### src/rtl/tdpt_pkg.sv
// Shared types and constants for the trial-division prime test unit.
// No dependencies.
`default_nettype none

package tdpt_pkg;

  localparam int unsigned ECHO_W = 32;
  localparam int unsigned FIRST_DIVISOR = 2;

  typedef enum logic [1:0] {
    ST_IDLE = 2'b01,
    ST_DIV  = 2'b10
  } tdpt_state_e;

endpackage

`default_nettype wire

### src/rtl/trial_division_prime_test_unit.sv
// Top level: trial-division primality test sequencer around one shared divider.
// Uses tdpt_pkg and tdpt_divider.
`default_nettype none

// A word is taken when start_i is high while busy_o is low; busy_o stays high
// until the answer is out. The answer (candidate_echo_o, prime_flag_o) shows
// for exactly one cycle with done_o and must be captured then. Candidates 0
// and 1 answer in the cycle after start. Otherwise each trial divisor d, from 2
// upward, goes through the serial divider, which also yields n / d for the
// d <= n / d bound; a prime n is declared once d exceeds n / d, and a
// composite stops at its smallest factor p.
module trial_division_prime_test_unit
  import tdpt_pkg::*;
#(
  parameter int unsigned NUM_WIDTH = 32
) (
  input  wire logic              clk_i,
  input  wire logic              rst_ni,
  input  wire logic              start_i,
  input  wire logic [ECHO_W-1:0] candidate_i,
  output logic                   busy_o,
  output logic                   done_o,
  output logic [ECHO_W-1:0]      candidate_echo_o,
  output logic                   prime_flag_o
);

  tdpt_state_e          state_q, state_d;
  logic [NUM_WIDTH-1:0] cand_n;
  logic [NUM_WIDTH-1:0] n_q, n_d;
  logic [NUM_WIDTH-1:0] d_q, d_d;
  logic                 go_q, go_d;
  logic                 done_q, done_d;
  logic                 prime_q, prime_d;
  logic [ECHO_W-1:0]    echo_q, echo_d;
  logic [ECHO_W-1:0]    n_echo;
  logic [ECHO_W-1:0]    cand_echo;
  logic                 div_done;
  logic [NUM_WIDTH-1:0] div_quo;
  logic [NUM_WIDTH-1:0] div_rem;
  logic                 accept;

  if (NUM_WIDTH <= ECHO_W) begin : g_narrow
    assign cand_n = candidate_i[NUM_WIDTH-1:0];
  end else begin : g_wide
    assign cand_n = {{(NUM_WIDTH - ECHO_W){1'b0}}, candidate_i};
  end

  if (NUM_WIDTH >= ECHO_W) begin : g_echo_trunc
    assign cand_echo = cand_n[ECHO_W-1:0];
    assign n_echo    = n_q[ECHO_W-1:0];
  end else begin : g_echo_ext
    assign cand_echo = {{(ECHO_W - NUM_WIDTH){1'b0}}, cand_n};
    assign n_echo    = {{(ECHO_W - NUM_WIDTH){1'b0}}, n_q};
  end

  assign accept = start_i && (state_q == ST_IDLE);

  always_comb begin
    state_d = state_q;
    n_d     = n_q;
    d_d     = d_q;
    go_d    = 1'b0;
    done_d  = 1'b0;
    prime_d = prime_q;
    echo_d  = echo_q;
    unique case (state_q)
      ST_IDLE: begin
        if (accept) begin
          n_d = cand_n;
          if (cand_n[NUM_WIDTH-1:1] == '0) begin
            done_d  = 1'b1;
            prime_d = 1'b0;
            echo_d  = cand_echo;
          end else begin
            d_d     = NUM_WIDTH'(FIRST_DIVISOR);
            go_d    = 1'b1;
            state_d = ST_DIV;
          end
        end
      end
      ST_DIV: begin
        if (div_done) begin
          if (d_q > div_quo) begin
            done_d  = 1'b1;
            prime_d = 1'b1;
            echo_d  = n_echo;
            state_d = ST_IDLE;
          end else if (div_rem == '0) begin
            done_d  = 1'b1;
            prime_d = 1'b0;
            echo_d  = n_echo;
            state_d = ST_IDLE;
          end else begin
            d_d  = d_q + NUM_WIDTH'(1);
            go_d = 1'b1;
          end
        end
      end
      default: state_d = ST_IDLE;
    endcase
  end

  always_ff @(posedge clk_i or negedge rst_ni) begin
    if (!rst_ni) begin
      state_q <= ST_IDLE;
      go_q    <= 1'b0;
      done_q  <= 1'b0;
    end else begin
      state_q <= state_d;
      go_q    <= go_d;
      done_q  <= done_d;
    end
  end

  always_ff @(posedge clk_i) begin
    n_q     <= n_d;
    d_q     <= d_d;
    prime_q <= prime_d;
    echo_q  <= echo_d;
  end

  tdpt_divider #(
    .W (NUM_WIDTH)
  ) u_div (
    .clk_i       (clk_i),
    .rst_ni      (rst_ni),
    .start_i     (go_q),
    .dividend_i  (n_q),
    .divisor_i   (d_q),
    .done_o      (div_done),
    .quotient_o  (div_quo),
    .remainder_o (div_rem)
  );

  assign busy_o           = (state_q != ST_IDLE);
  assign done_o           = done_q;
  assign candidate_echo_o = echo_q;
  assign prime_flag_o     = prime_q;

endmodule

`default_nettype wire

### src/rtl/tdpt_divider.sv
// Restoring radix-2 divider, one quotient bit per cycle; quotient and remainder.
// Uses tdpt_pkg.
`default_nettype none

module tdpt_divider
  import tdpt_pkg::*;
#(
  parameter int unsigned W = 32
) (
  input  wire logic         clk_i,
  input  wire logic         rst_ni,
  input  wire logic         start_i,
  input  wire logic [W-1:0] dividend_i,
  input  wire logic [W-1:0] divisor_i,
  output logic              done_o,
  output logic [W-1:0]      quotient_o,
  output logic [W-1:0]      remainder_o
);

  localparam int unsigned CNT_W = $clog2(W);

  logic [W-1:0]     rem_q, rem_d;
  logic [W-1:0]     quo_q, quo_d;
  logic [W-1:0]     dvs_q, dvs_d;
  logic [CNT_W-1:0] cnt_q, cnt_d;
  logic             run_q, run_d;
  logic             done_q, done_d;
  logic [W:0]       shifted;
  logic [W:0]       diff;

  assign shifted = {rem_q, quo_q[W-1]};
  assign diff    = shifted - {1'b0, dvs_q};

  always_comb begin
    rem_d  = rem_q;
    quo_d  = quo_q;
    dvs_d  = dvs_q;
    cnt_d  = cnt_q;
    run_d  = run_q;
    done_d = 1'b0;
    if (start_i) begin
      rem_d = '0;
      quo_d = dividend_i;
      dvs_d = divisor_i;
      cnt_d = CNT_W'(W - 1);
      run_d = 1'b1;
    end else if (run_q) begin
      if (!diff[W]) begin
        rem_d = diff[W-1:0];
        quo_d = {quo_q[W-2:0], 1'b1};
      end else begin
        rem_d = shifted[W-1:0];
        quo_d = {quo_q[W-2:0], 1'b0};
      end
      cnt_d = cnt_q - CNT_W'(1);
      if (cnt_q == '0) begin
        run_d  = 1'b0;
        done_d = 1'b1;
      end
    end
  end

  always_ff @(posedge clk_i or negedge rst_ni) begin
    if (!rst_ni) begin
      run_q  <= 1'b0;
      done_q <= 1'b0;
      cnt_q  <= '0;
    end else begin
      run_q  <= run_d;
      done_q <= done_d;
      cnt_q  <= cnt_d;
    end
  end

  always_ff @(posedge clk_i) begin
    rem_q <= rem_d;
    quo_q <= quo_d;
    dvs_q <= dvs_d;
  end

  assign done_o      = done_q;
  assign quotient_o  = quo_q;
  assign remainder_o = rem_q;

endmodule

`default_nettype wire

### config.mk
export PLATFORM = sky130hd
export DESIGN_NAME = trial_division_prime_test_unit
export DESIGN_NICKNAME = d
export VERILOG_FILES = /design/src/rtl/tdpt_pkg.sv /design/src/rtl/trial_division_prime_test_unit.sv /design/src/rtl/tdpt_divider.sv
export SDC_FILE = /design/constraint.sdc
export NUM_CORES = 1
export LEC_CHECK = 0
export ABC_AREA = 1
export BUFFER_PORTS_ARGS = -buffer_cell sky130_fd_sc_hd__buf_2
export CAP_MARGIN = 20
export CORE_MARGIN = 2
export CORE_UTILIZATION = 60
export CTS_BUF_LIST = sky130_fd_sc_hd__clkbuf_2 sky130_fd_sc_hd__clkbuf_4 sky130_fd_sc_hd__clkbuf_8
export DETAILED_ROUTE_END_ITERATION = 7
export GPL_TIMING_DRIVEN = 0
export PLACE_DENSITY = 0.78
export SYNTH_ARGS = -nofsm -noshare
export SYNTH_HDL_FRONTEND = slang
export SYNTH_SLANG_ARGS = --single-unit
### constraint.sdc
create_clock -name clk_i -period 5.1 [get_ports clk_i]
set_clock_uncertainty 0.05 [all_clocks]
set_input_delay 0.765 -clock clk_i [delete_from_list [all_inputs] [get_ports clk_i]]
set_output_delay 0.765 -clock clk_i [all_outputs]
set_load 0.02 [all_outputs]
==> results.sh <==
export IMPL_leakage_nw=5.98
export IMPL_clk_latency_ns=0.52
export IMPL_slowest_delay_ns=0.52
export IMPL_viasPerCell=5.41
export IMPL_post_cts_buffers=0
export IMPL_drv_slew=0
export IMPL_ctsResizeCount=0
export IMPL_maxCapViolCount=0
export IMPL_place_gp_congestion=0.943
export IMPL_critPathMostFrequentCell="nand2_1"
export IMPL_p_per_area_mw_per_mm2=731
export IMPL_ys_warn_count=0
export IMPL_synthTopCellsByArea="edfxtp_1 42%, nand2_1 16%, ha_1 7.5%, inv_1 5.7%, dfxtp_1 5.6%"
export IMPL_netlist_area_mm2=0.0115
export IMPL_arrival_ns=3.14
export IMPL_reg2reg_depth=12
export IMPL_start_kind="register"
export IMPL_cts_root_buf="clkbuf_8"
export IMPL_wl_per_cell_um=15.0
export IMPL_place_hpwl_um=20100
export IMPL_r2r_start="d_q[23]"
export IMPL_htree_levels=2
export IMPL_fp_row_count=50
export IMPL_whs_ns=0.0615
export IMPL_rrSetupSlack_ns=2.14
export IMPL_grt_setup_unrepaired="false"
export IMPL_setup_viol=0
export IMPL_synthArstFlopShare=0.0539
export IMPL_synth_top_area_cell="edfxtp_1"
export IMPL_drt_initial_drc_count=609
export IMPL_firstDrtPassIters=5
export IMPL_synth_main_ff_cell="edfxtp_1"
export IMPL_routed_wirelength_um=26300
export IMPL_clock_fmax_mhz=337
export IMPL_vias=9476
export IMPL_end_kind="register"
export IMPL_hold_buffers=0
export IMPL_syn_avg_cell_area_um2=8.34
export IMPL_crit_required_ns=5.27
export IMPL_antenna_left=0
export IMPL_period_minus_slack_ns=2.96
export IMPL_fin_nets=1598
export IMPL_grt_first_pass_wirelength_um=43100
export IMPL_io_pins=70
export IMPL_tightest_slew_ns=0.781
export IMPL_worstSetupPathType="reg2reg"
export IMPL_ys_seq_area_frac=0.499
export IMPL_clockBufferDepth=3
export IMPL_die_area_mm2=0.0203
export IMPL_peakVddDrop_mv=0.350
export IMPL_outcome="finished, final reports clean"
export IMPL_critPathMaxFanout=18
export IMPL_path_cells="ha_1, nand2_1, nor2_1, nand4_1, nor2_1, nand2_1, nand2_1, nand2_1, nand3_1, nand2_1, a21oi_4, buf_16"
export IMPL_grt_max_degree=33
export IMPL_port_buffers=69
export IMPL_syn_inst=1381
export IMPL_synthToLayoutAreaGrowth_pct=13.5
export IMPL_synth_edf_count=161
export IMPL_cts_sinks=204
export IMPL_synth_cell_types=41
export IMPL_final_hold_viol_count=0
export IMPL_initial_core_util=0.614
export IMPL_die_w_um=143
export IMPL_cts_buffers=36
export IMPL_drc=0
export IMPL_coreArea_mm2=0.0188
export IMPL_cts_tree="built"
export IMPL_synth_net_count=1486
export IMPL_relSlewSlack=0.478
export IMPL_overflow=0
export IMPL_fillers=1507
export IMPL_ys_seq_elements=204
export IMPL_synth_top_area_frac=0.420
export IMPL_n_antenna_cell=0
export IMPL_slowest_stage="edfxtp_1"
export IMPL_r2r_end="candidate_echo_o[20]"
export IMPL_die_y_um=143
export IMPL_grt_usage=0.268
export IMPL_drive_above_1_share=0.111
export IMPL_grt_pass1_vias=9142
export IMPL_hold_path_class="in2async"
export IMPL_clk_pin_slew_ns=0.06
export IMPL_fin_crit_sh=0.581
export IMPL_tns_ns=0
export IMPL_antenna_found_initial=0
==> through the flow <==
| step | worst slack (ns) | instances | area, um2 | total power [mW] | utilization |
|---|---|---|---|---|---|
| final | 2.14 | 1753 | 13100 | 9.55 | 0.696 |
| after global placement | 0.0688 | 1684 | 12200 | 7.67 | 0.648 |
| after global routing | 1.90 | 1753 | 13100 | 10.4 | 0.696 |
| after CTS | 1.95 | 1752 | 13000 | 9.54 | 0.695 |
| after floorplan | 1.33 | 1381 | 11500 | 6.59 | - |
| after detailed placement | 1.96 | 1688 | 12300 | 7.91 | 0.654 |
==> logic make-up after synthesis <==
group	share of synthesized area
simple gates	0.263
buf+inv	0.0719
flops	0.499
compound gates	0.0752
fa+ha+maj	0.0767
xor+xnor	0.0137
==> state kept, by name, indices dropped and copies added, names as in the netlist <==
signal and count:
u_div.quotient_o 32, u_div.remainder_o 32, candidate_echo_o 32, done_o 1, d_q 32, go_q 1
u_div.cnt_q 5, u_div.done_o 1, n_echo 32, u_div.run_q 1, u_div.dvs_q 32, prime_flag_o 1
state_q 2
==> cells in the mapped netlist, types with 2 or more instances <==
cell,instances
nor3_2,2
dfrtp_1,10
xnor2_1,15
nor3_1,21
edfxtp_1,161
nand2_2,8
ha_1,69
nor4_1,11
nand2_1,480
a21oi_1,75
clkbuf_1,22
nand4_1,21
nor2_2,2
nand3b_1,13
a31oi_1,5
nor3_4,2
xor2_1,3
o21a_1,7
nor2_1,94
dfxtp_1,32
buf_6,5
or2_2,2
o21ai_0,66
a21o_1,4
buf_2,3
nand3_1,55
nor3b_1,3
o21ai_1,3
inv_1,175
==> routing by layer <==
| metal | vias up | share of wire | GRT usage |
|---|---|---|---|
| li1 | 4790 | - | - |
| met1 | 4333 | 0.44 | 0.349 |
| met2 | 300 | 0.47 | 0.444 |
| met3 | 53 | 0.063 | 0.0505 |
| met4 | 0 | 0.033 | 0.104 |
| met5 | - | 0 | 0 |
==> worst max path at each step <==
stage | endpoint | slack [ns] | start
final | candidate_echo_o[20] | 2.14 | d_q[23]
after floorplan | candidate_echo_o[0] | 1.33 | start_i
after detailed placement | u_div.quotient_o[5] | 1.96 | go_q
after CTS | u_div.quotient_o[18] | 1.95 | go_q
after global placement | candidate_echo_o[8] | 0.07 | start_i
after global routing | candidate_echo_o[10] | 1.90 | d_q[23]
==> final cells by class <==
class,instances,area [um2],area share
multi-input cells,970,4960,0.379
inverters,176,661,0.0506
well taps,234,293,0.0224
flip-flops and latches,204,5750,0.440
plain buffers,31,168,0.0128
clock buffers,50,607,0.0464
clock inverters,14,154,0.0118
repair buffers,74,475,0.0364
==> cells in the final DEF, fill, tap and decap left out, types with 5 or more instances in the layout <==
cell        Yosys  routed
dfrtp_1        10      10
nand3b_1       13      13
nand3_1        55      55
ha_1           69      69
clkbuf_4        0      13
edfxtp_1      161     161
a21oi_1        75      73
nor2_1         94      94
a31oi_1         5       5
nor3_1         21      21
clkinvlp_4      0       5
buf_2           3      72
o21ai_0        66      66
clkbuf_1       22      22
nand2_2         8       8
clkbuf_8        1      38
inv_1         175     175
dfxtp_1        32      32
nor4_1         11      11
xnor2_1        15      15
o21a_1          7       7
buf_6           5       5
nand4_1        21      21
nand2_1       480     480
==> power breakdown <==
group          internal, mW  switching (mW)  total (mW)  leakage [nW]
registers              2.71           0.462        3.17          1.95
clock network         0.927           0.669        1.60         0.385
logic                  1.70            3.09        4.79          3.65
total                  5.33            4.22        9.55          5.98
==> worst max-delay path, delay by kind of cell, from the launching register on <==
family | cells | cell delay, ns
simple gates | 9 | 0.98
flops | 1 | 0.52
compound gates | 1 | 0.51
fa+ha+maj | 1 | 0.36
buf+inv | 1 | 0.23
No activity file was read; power rests on OpenSTA's default activity.
